### config.mk
export PLATFORM = sky130hd
export DESIGN_NAME = centered_window_average
export DESIGN_NICKNAME = d
export VERILOG_FILES = /design/src/rtl/core/cwa_pkg.sv /design/src/rtl/core/cwa_line.sv /design/src/rtl/core/cwa_div.sv /design/src/rtl/core/centered_window_average.sv
export SDC_FILE = /design/constraint.sdc
export NUM_CORES = 2
export LEC_CHECK = 0
export ABC_AREA = 1
export BUFFER_PORTS_ARGS = -buffer_cell sky130_fd_sc_hd__buf_2
export CAP_MARGIN = 10
export CORE_UTILIZATION = 25
export DETAILED_ROUTE_END_ITERATION = 8
export GPL_TIMING_DRIVEN = 1
export SYNTH_ARGS = -nofsm -noshare
export SYNTH_HDL_FRONTEND = slang
export SYNTH_HIERARCHICAL = 1
export SYNTH_SLANG_ARGS = --single-unit
### constraint.sdc
create_clock -name clk -period 7.3 [get_ports clk]
set_clock_uncertainty 0.05 [all_clocks]
set_input_delay 0 -clock clk [delete_from_list [all_inputs] [get_ports clk]]
set_output_delay 0 -clock clk [all_outputs]
set_load 0.01 [all_outputs]
### src/rtl/core/cwa_pkg.sv
// Shared constants and types of the centered window average block
package cwa_pkg;

    localparam int DATA_W         = 32;
    localparam int SUM_W          = 39;
    localparam int COUNT_W        = 7;
    localparam int RADIUS_W       = 6;
    localparam int DEF_MAX_RADIUS = 32;
    localparam int RADIUS_RESET   = 1;

    localparam logic [COUNT_W-1:0] COUNT_MAX  = {COUNT_W{1'b1}};
    localparam logic [DATA_W-1:0]  NO_AVERAGE = {DATA_W{1'b1}};

    typedef enum logic [4:0] {
        S_IDLE  = 5'b00001,
        S_SUM   = 5'b00010,
        S_DIV   = 5'b00100,
        S_EMIT  = 5'b01000,
        S_FLUSH = 5'b10000
    } state_t;

    typedef struct packed {
        logic wr_en;
        logic rd_en;
    } line_req_t;

endpackage

### src/rtl/core/cwa_line.sv
// Circular delay line holding the samples of the current window
module cwa_line
    import cwa_pkg::*;
#(
    parameter int DEPTH = 2 * DEF_MAX_RADIUS + 1
) (
    input  logic              clk,
    input  logic              rst_n,
    input  line_req_t         req,
    input  logic [COUNT_W-1:0] offset,
    input  logic [DATA_W-1:0] wr_data,
    output logic [DATA_W-1:0] rd_data
);

    localparam int ADDR_W = $clog2(DEPTH);
    localparam int PW     = ADDR_W + 1;

    logic [DATA_W-1:0] mem [DEPTH];
    logic [ADDR_W-1:0] ptr_reg;
    logic [ADDR_W-1:0] ptr_next;
    logic [ADDR_W-1:0] rd_addr;
    logic [PW-1:0]     ptr_w;
    logic [PW-1:0]     offset_w;
    logic [PW-1:0]     addr_w;
    logic [DATA_W-1:0] rd_data_reg;

    always_comb
    begin
        ptr_w    = {1'b0, ptr_reg};
        offset_w = PW'(offset);
        if (ptr_w >= offset_w)
        begin
            addr_w = ptr_w - offset_w;
        end
        else
        begin
            addr_w = ptr_w + PW'(DEPTH) - offset_w;
        end
        rd_addr = addr_w[ADDR_W-1:0];
        if (ptr_reg == ADDR_W'(DEPTH - 1))
        begin
            ptr_next = '0;
        end
        else
        begin
            ptr_next = ptr_reg + 1'b1;
        end
    end

    always_ff @(posedge clk or negedge rst_n)
    begin
        if (!rst_n)
        begin
            ptr_reg <= '0;
        end
        else if (req.wr_en)
        begin
            ptr_reg <= ptr_next;
        end
    end

    always_ff @(posedge clk)
    begin
        if (req.wr_en)
        begin
            mem[ptr_reg] <= wr_data;
        end
        if (req.rd_en)
        begin
            rd_data_reg <= mem[rd_addr];
        end
    end

    assign rd_data = rd_data_reg;

endmodule

### src/rtl/core/cwa_div.sv
// Bit-serial signed divider, one quotient bit per cycle, truncating toward zero
module cwa_div
    import cwa_pkg::*;
(
    input  logic                     clk,
    input  logic                     rst_n,
    input  logic                     start,
    input  logic signed [SUM_W-1:0]  dividend,
    input  logic [COUNT_W-1:0]       divisor,
    output logic                     done,
    output logic [DATA_W-1:0]        quotient
);

    localparam int CNT_W = $clog2(SUM_W + 1);

    logic [SUM_W-1:0]   dq_reg;
    logic [SUM_W-1:0]   dq_next;
    logic [COUNT_W-1:0] rem_reg;
    logic [COUNT_W-1:0] rem_next;
    logic [COUNT_W-1:0] dvs_reg;
    logic               neg_reg;
    logic               busy_reg;
    logic               done_reg;
    logic [CNT_W-1:0]   cnt_reg;
    logic [COUNT_W:0]   trial;
    logic [COUNT_W:0]   diff;
    logic               ge;
    logic [SUM_W-1:0]   mag;
    logic [DATA_W-1:0]  q_mag;

    always_comb
    begin
        mag      = dividend[SUM_W-1] ? (~dividend + 1'b1) : dividend;
        trial    = {rem_reg, dq_reg[SUM_W-1]};
        diff     = trial - {1'b0, dvs_reg};
        ge       = trial >= {1'b0, dvs_reg};
        rem_next = ge ? diff[COUNT_W-1:0] : trial[COUNT_W-1:0];
        dq_next  = {dq_reg[SUM_W-2:0], ge};
        q_mag    = dq_reg[DATA_W-1:0];
        quotient = neg_reg ? (~q_mag + 1'b1) : q_mag;
    end

    always_ff @(posedge clk or negedge rst_n)
    begin
        if (!rst_n)
        begin
            busy_reg <= 1'b0;
            done_reg <= 1'b0;
            cnt_reg  <= '0;
        end
        else
        begin
            if (start)
            begin
                busy_reg <= 1'b1;
                done_reg <= 1'b0;
                cnt_reg  <= CNT_W'(SUM_W);
            end
            else if (busy_reg)
            begin
                cnt_reg  <= cnt_reg - 1'b1;
                busy_reg <= (cnt_reg != CNT_W'(1));
                done_reg <= (cnt_reg == CNT_W'(1));
            end
            else
            begin
                done_reg <= 1'b0;
            end
        end
    end

    always_ff @(posedge clk)
    begin
        if (start)
        begin
            dq_reg  <= mag;
            rem_reg <= '0;
            dvs_reg <= divisor;
            neg_reg <= dividend[SUM_W-1];
        end
        else if (busy_reg)
        begin
            dq_reg  <= dq_next;
            rem_reg <= rem_next;
        end
    end

    assign done = done_reg;

endmodule

### src/rtl/core/centered_window_average.sv
// Top level of the centered window average block
//
// Channels: cfg (valid/ready, radius), in (valid/ready, sample and
// last_sample), out (valid/ready, average, window_full, last_result).
// cfg_ready is high only while the block is idle; a radius write counts only
// between sequences and saturates at MAX_RADIUS. Radius is 1 after reset.
// Each input beat gives at most one result for the position radius samples
// back; the beat flagged last_sample also flushes the remaining positions
// as -1 with window_full low and marks the final result with last_result.
// Flow: a taken beat is summed in S_SUM; a beat with a full window then goes
// through the bit-serial divider, which works on the 39-bit window sum and
// then hands over the quotient, before S_EMIT loads its result. A beat whose
// result is -1 goes from S_SUM to S_EMIT; one that gives no result goes back
// to S_IDLE, or to S_FLUSH if it is the last. Flushed results are loaded one
// by one in S_FLUSH. One beat is worked on at a time.
// The out channel has its own register: a stalled receiver holds the
// pending result and the block still takes the next input beat, but stops
// before it would load a second result.
// Reset clears the window sum, the sample count and out_valid, and returns the block to idle.
module centered_window_average
    import cwa_pkg::*;
#(
    parameter int MAX_RADIUS = DEF_MAX_RADIUS
) (
    input  logic                     clk,
    input  logic                     rst_n,
    input  logic                     cfg_valid,
    output logic                     cfg_ready,
    input  logic [RADIUS_W-1:0]      radius,
    input  logic                     in_valid,
    output logic                     in_ready,
    input  logic signed [DATA_W-1:0] sample,
    input  logic                     last_sample,
    output logic                     out_valid,
    input  logic                     out_ready,
    output logic signed [DATA_W-1:0] average,
    output logic                     window_full,
    output logic                     last_result
);

    localparam int DEPTH = 2 * MAX_RADIUS + 1;
    localparam int RAD_W = $clog2(MAX_RADIUS + 1);

    state_t               state_reg;
    state_t               state_next;
    logic [RAD_W-1:0]     radius_reg;
    logic [COUNT_W-1:0]   seen_reg;
    logic [COUNT_W-1:0]   flush_reg;
    logic signed [SUM_W-1:0] sum_reg;
    logic [DATA_W-1:0]    sample_reg;
    logic                 last_reg;
    logic [DATA_W-1:0]    res_avg_reg;
    logic                 res_full_reg;
    logic                 out_valid_reg;
    logic [DATA_W-1:0]    out_avg_reg;
    logic                 out_full_reg;
    logic                 out_last_reg;

    logic [COUNT_W-1:0]   k_w;
    logic [COUNT_W-1:0]   span;
    logic [COUNT_W-1:0]   win_len;
    logic [COUNT_W-1:0]   after;
    logic [COUNT_W-1:0]   flush_cnt;
    logic signed [SUM_W-1:0] sum_next;
    logic [DATA_W-1:0]    old_sample;
    logic                 in_acc;
    logic                 out_free;
    logic                 is_full;
    logic                 is_partial;
    logic                 drop_old;
    logic                 div_start;
    logic                 div_done;
    logic [DATA_W-1:0]    div_q;
    line_req_t            line_req;

    assign cfg_ready = (state_reg == S_IDLE);
    assign in_ready  = (state_reg == S_IDLE);
    assign in_acc    = in_valid && in_ready;
    assign out_free  = !out_valid_reg || out_ready;

    assign out_valid   = out_valid_reg;
    assign average     = out_avg_reg;
    assign window_full = out_full_reg;
    assign last_result = out_last_reg;

    always_comb
    begin
        k_w        = COUNT_W'(radius_reg);
        span       = COUNT_W'({radius_reg, 1'b0});
        win_len    = span + 1'b1;
        is_full    = seen_reg >= span;
        is_partial = seen_reg >= k_w;
        drop_old   = seen_reg >= win_len;
        after      = (seen_reg == COUNT_MAX) ? seen_reg : seen_reg + 1'b1;
        flush_cnt  = (after < k_w) ? after : k_w;
        sum_next   = sum_reg
                   + {{(SUM_W - DATA_W){sample_reg[DATA_W-1]}}, sample_reg}
                   - (drop_old ? {{(SUM_W - DATA_W){old_sample[DATA_W-1]}}, old_sample}
                               : SUM_W'(0));
        line_req.rd_en = in_acc;
        line_req.wr_en = (state_reg == S_SUM);
        div_start      = (state_reg == S_SUM) && is_full;
    end

    always_comb
    begin
        state_next = state_reg;
        case (state_reg)
            S_IDLE:
            begin
                if (in_acc)
                begin
                    state_next = S_SUM;
                end
            end
            S_SUM:
            begin
                if (is_full)
                begin
                    state_next = S_DIV;
                end
                else if (is_partial)
                begin
                    state_next = S_EMIT;
                end
                else if (last_reg)
                begin
                    state_next = S_FLUSH;
                end
                else
                begin
                    state_next = S_IDLE;
                end
            end
            S_DIV:
            begin
                if (div_done)
                begin
                    state_next = S_EMIT;
                end
            end
            S_EMIT:
            begin
                if (out_free)
                begin
                    state_next = (flush_reg != '0) ? S_FLUSH : S_IDLE;
                end
            end
            S_FLUSH:
            begin
                if (out_free && flush_reg == COUNT_W'(1))
                begin
                    state_next = S_IDLE;
                end
            end
            default:
            begin
                state_next = S_IDLE;
            end
        endcase
    end

    always_ff @(posedge clk or negedge rst_n)
    begin
        if (!rst_n)
        begin
            state_reg     <= S_IDLE;
            radius_reg    <= RAD_W'(RADIUS_RESET);
            seen_reg      <= '0;
            sum_reg       <= '0;
            flush_reg     <= '0;
            out_valid_reg <= 1'b0;
        end
        else
        begin
            state_reg <= state_next;
            if (cfg_valid && cfg_ready && seen_reg == '0)
            begin
                if (radius > RADIUS_W'(MAX_RADIUS))
                begin
                    radius_reg <= RAD_W'(MAX_RADIUS);
                end
                else
                begin
                    radius_reg <= radius[RAD_W-1:0];
                end
            end
            if (state_reg == S_SUM)
            begin
                sum_reg   <= last_reg ? SUM_W'(0) : sum_next;
                seen_reg  <= last_reg ? COUNT_W'(0) : after;
                flush_reg <= last_reg ? flush_cnt : COUNT_W'(0);
            end
            else if (state_reg == S_FLUSH && out_free)
            begin
                flush_reg <= flush_reg - 1'b1;
            end
            if ((state_reg == S_EMIT || state_reg == S_FLUSH) && out_free)
            begin
                out_valid_reg <= 1'b1;
            end
            else if (out_ready)
            begin
                out_valid_reg <= 1'b0;
            end
        end
    end

    always_ff @(posedge clk)
    begin
        if (in_acc)
        begin
            sample_reg <= sample;
            last_reg   <= last_sample;
        end
        if (state_reg == S_SUM)
        begin
            res_avg_reg  <= NO_AVERAGE;
            res_full_reg <= 1'b0;
        end
        if (state_reg == S_DIV && div_done)
        begin
            res_avg_reg  <= div_q;
            res_full_reg <= 1'b1;
        end
        if (state_reg == S_EMIT && out_free)
        begin
            out_avg_reg  <= res_avg_reg;
            out_full_reg <= res_full_reg;
            out_last_reg <= last_reg && (flush_reg == '0);
        end
        if (state_reg == S_FLUSH && out_free)
        begin
            out_avg_reg  <= NO_AVERAGE;
            out_full_reg <= 1'b0;
            out_last_reg <= (flush_reg == COUNT_W'(1));
        end
    end

    cwa_line #(
        .DEPTH (DEPTH)
    ) u_line (
        .clk     (clk),
        .rst_n   (rst_n),
        .req     (line_req),
        .offset  (win_len),
        .wr_data (sample_reg),
        .rd_data (old_sample)
    );

    cwa_div u_div (
        .clk      (clk),
        .rst_n    (rst_n),
        .start    (div_start),
        .dividend (sum_next),
        .divisor  (win_len),
        .done     (div_done),
        .quotient (div_q)
    );

endmodule

==> impl_summary.log <==
INFO  metric max_slew_headroom_at_the_worst_pin = between 20% and 30%
INFO  metric critPathRequiredTime = ~8 ns
INFO  metric grt_first_pass_wirelength = roughly 450000 um
INFO  metric grt_antenna_before_repair = 12
INFO  metric place.gp.congestion = 0.8774
INFO  metric area_growth = 15.22%
INFO  metric endpoints_failing_setup = 0
INFO  metric detail-route-antenna-nets = 0
INFO  metric maximum_number_of_pins_on_one_net_before_global_route_repair = about 180
INFO  metric clock-sinks = 2346
INFO  metric timing.max_cap.violations = 0
INFO  metric count_of_unresolved_drc_violations_after_routing = 0
INFO  metric postSynthAreaPerCell = between 10 and 15 um2
INFO  metric post_synth_num_cell_types = 54
INFO  metric drtPass1Iterations = 6
INFO  metric final.period_utilization = around four fifths
INFO  metric post-dp-hpwl = between 150000 and 200000 um
INFO  metric setup-tns-final = 0 ns
INFO  metric post_synth_edffs = around 2200
INFO  metric endpoint_type_of_the_worst_setup_path = flip-flop
INFO  metric async_reset_ff_share = 3.410%
INFO  metric finish.utilization = between 20% and 30%
INFO  metric timing_max_transition_violations_final = 0
INFO  metric vias = slightly above 70000
INFO  metric vias_per_cell = approximately 4.8
INFO  metric critical_path_peak_fanout = 31
INFO  metric fp.coreArea = approximately 0.40 mm2
INFO  metric cts.path.max_buffers = 3
INFO  metric std_cell_rows = 233
INFO  metric layout_min_cycle_time = approximately 5.7 ns
INFO  metric final_hold_vio_count = 0
INFO  metric outcome = completed
INFO  metric top_level_ports = 81
INFO  metric cts_tree = built
INFO  metric nFillCells = 41185
INFO  metric final_layout_size_suffix_gt1_share = 8.388%
INFO  metric synth_top_flop_cell = edfxtp_1
INFO  metric syn-instance-count = slightly above 9000
INFO  metric netlist_area = a little over 0.1 mm2
INFO  metric first_global_vias = ~66000
INFO  metric largest_register_ffs = 2080
INFO  metric drtIter0Drc = 8529
INFO  metric grt_util_all_layers = ~15%
INFO  metric max_slew.worst_pin.slew = roughly 1.1 ns
INFO  metric synthesis.yosys.warnings = 6
INFO  metric area_taken_by_multi_input_logic_gates = approximately 0.028 mm2
INFO  metric tritoncts.num_buffers = approximately 230
INFO  metric finalNetCount = between 9000 and 10000
INFO  metric routed_wire_length_per_instance = slightly above 20 um
INFO  metric fmax = 0.1755 GHz
INFO  metric grt_overflow_total = 0
INFO  metric rsz0062_at_grt = no
INFO  metric fp.dieH = about 640 um
INFO  metric synth-seq-cells = approximately 2300
INFO  metric die_x = 639.2 um
INFO  metric postRouteWirelength = 307100 um
INFO  metric post_cts.resized_instances = 0
INFO  metric yosysSeqAreaShare = about two thirds
INFO  metric initial_utilization = between 20% and 30%
INFO  metric worstPathArrival = 6.19 ns
INFO  metric hp-class = in -> reg
INFO  metric clock_tree.htree_level_count = 4
INFO  metric setup.worst_path.start_class = flip-flop
INFO  metric worst_hold_slack = 0.01913 ns
INFO  metric design.die.area = 0.4086 mm2
INFO  metric critical_path_class = reg -> reg
INFO  metric final-seq-area = 0.06964 mm2
INFO  metric clockRootBuffer = clkbuf_16
INFO  metric clk_pin_slew = around 0.06 ns
INFO  metric placement.io_buffers = 80
INFO  metric clock_insertion_delay_worst_skew = 0.88 ns
-- metal layers --
layer	wire length [um]	share of wire (%)	GRT usage (%)	up-vias
met5	0	0	0	-
met4	11450	3.7	5.320	0
met3	30120	9.8	2.691	471
met2	134300	44	21.96	3318
met1	131200	43	20.73	34546
li1	-	-	-	32073
-- cell usage after synthesis (13+ instances only) --
cell type	number	area, um2
a21oi_1	83	415.4
and2_1	25	156.4
buf_1	43	161.4
buf_2	310	1551
clkbuf_1	147	551.8
dfrtp_1	78	1952
dfxtp_1	41	820.8
edfxtp_1	2225	66810
fa_1	45	900.9
ha_1	88	1101
inv_1	408	1531
nand2_1	2432	9129
nand2_2	20	125.1
nand3_1	2428	12150
nand3_2	13	130.1
nand4_1	26	162.7
nor2_1	286	1074
nor2_2	18	112.6
nor3_1	29	145.1
o21ai_0	112	560.5
o21ai_1	19	95.09
o22ai_1	13	81.33
or2_1	13	81.33
or2_2	29	181.4
xnor2_1	13	113.9
xor2_1	55	481.7
-- per-stage QoR --
step           instance area, um2  cells  setup WS, ns
2_1_floorplan              101500   9107         1.193
3_3_place_gp               108700  14273         1.695
3_5_place_dp               108700  14273         1.707
4_1_cts                    116900  14787         1.666
5_1_grt                    116900  14789         1.189
6_report                   116900  14792         1.602
-- layout by cell type (no fill, tap or decap), types with 78 or more instances in the layout --
cell type / Yosys / routed
nand2_1: 2432 / 2431
ha_1: 88 / 88
dlygate4sd3_1: 0 / 94
buf_2: 310 / 79
o21ai_0: 112 / 112
buf_4: 11 / 170
a21oi_1: 83 / 83
dfrtp_1: 78 / 78
clkbuf_16: 0 / 231
edfxtp_1: 2225 / 2225
inv_1: 408 / 407
nor2_1: 286 / 222
nand3_1: 2428 / 2428
-- final cells by class --
| class | instances | share of cell area (%) |
|---|---|---|
| flip-flops and latches | 2346 | 59.55 |
| multi-input cells | 5823 | 24.34 |
| well taps | 5405 | 5.783 |
| clock buffers | 296 | 5.246 |
| repair buffers | 372 | 2.730 |
| inverters | 422 | 1.365 |
| clock inverters | 123 | 0.9800 |
| diodes | 5 | 0.01070 |
-- worst paths after layout --
check | start | to | slack, ns | cells after the start
hold / removal | cfg_valid | radius_reg[0]$_DFFE_PN1P_ | 0.02 | 6
max in group asynchronous | rst_n | sum_reg[12]$_DFFE_PN0P_ | 6.07 | 4
hold reg to reg | res_avg_reg[31]$_SDFFCE_PN1P_ | average[31]$_SDFFE_PP1P_ | 0.38 | 2
setup reg to reg | radius_reg[0]$_DFFE_PN1P_ | u_div/dq_reg[24]$_DFFE_PP_ | 1.60 | 25
min in group asynchronous | rst_n | seen_reg[6]$_DFFE_PN0P_ | 0.22 | 4
setup / recovery | radius_reg[0]$_DFFE_PN1P_ | u_div/dq_reg[24]$_DFFE_PP_ | 1.60 | 25
-- kinds of logic (layout without fill, tap and decap cells) --
family | Yosys count | in the layout | share of synthesized area (%)
AOI/OAI and AO/OA | 272 | 272 | 1.493
and+or+nand+nor | 5344 | 5344 | 23.36
adders and majority gates | 133 | 133 | 1.972
xor gates and xnor gates | 71 | 71 | 0.6348
DFF | 2346 | 2346 | 68.61
other | 1 | 8 | 0.003695
buffers and inverters | 938 | 1213 | 3.929
-- worst max-delay path, stage by stage, from the launching register on --
cell and delay (ns):
dfstp_2 0.60, inv_1 0.10, ha_1 0.31, nand3_1 0.09
nand2_1 0.05, nand2_1 0.06, nand2_1 0.09, inv_1 0.06
buf_4 0.33, nor2_1 0.14, fa_1 0.51, inv_1 0.05
ha_1 0.37, a21oi_1 0.21, o21ai_0 0.15, a21oi_1 0.28
nand3_2 0.14, nand2_1 0.10, nand2_1 0.06, nand2_1 0.07
and2_1 0.73, o21ai_0 0.43, nand2_1 0.16, nand2_1 0.06
nand3_1 0.07, o21ai_0 0.08
-- what timing repair did --
item                                   4_1_cts  5_1_grt
setup buffers                                0        0
hold buffers                                95        0
endpoints found under the hold margin      174        0
Power is not shown: default switching activity piles up to over one toggle a cycle in this logic, so the estimate is an artifact.
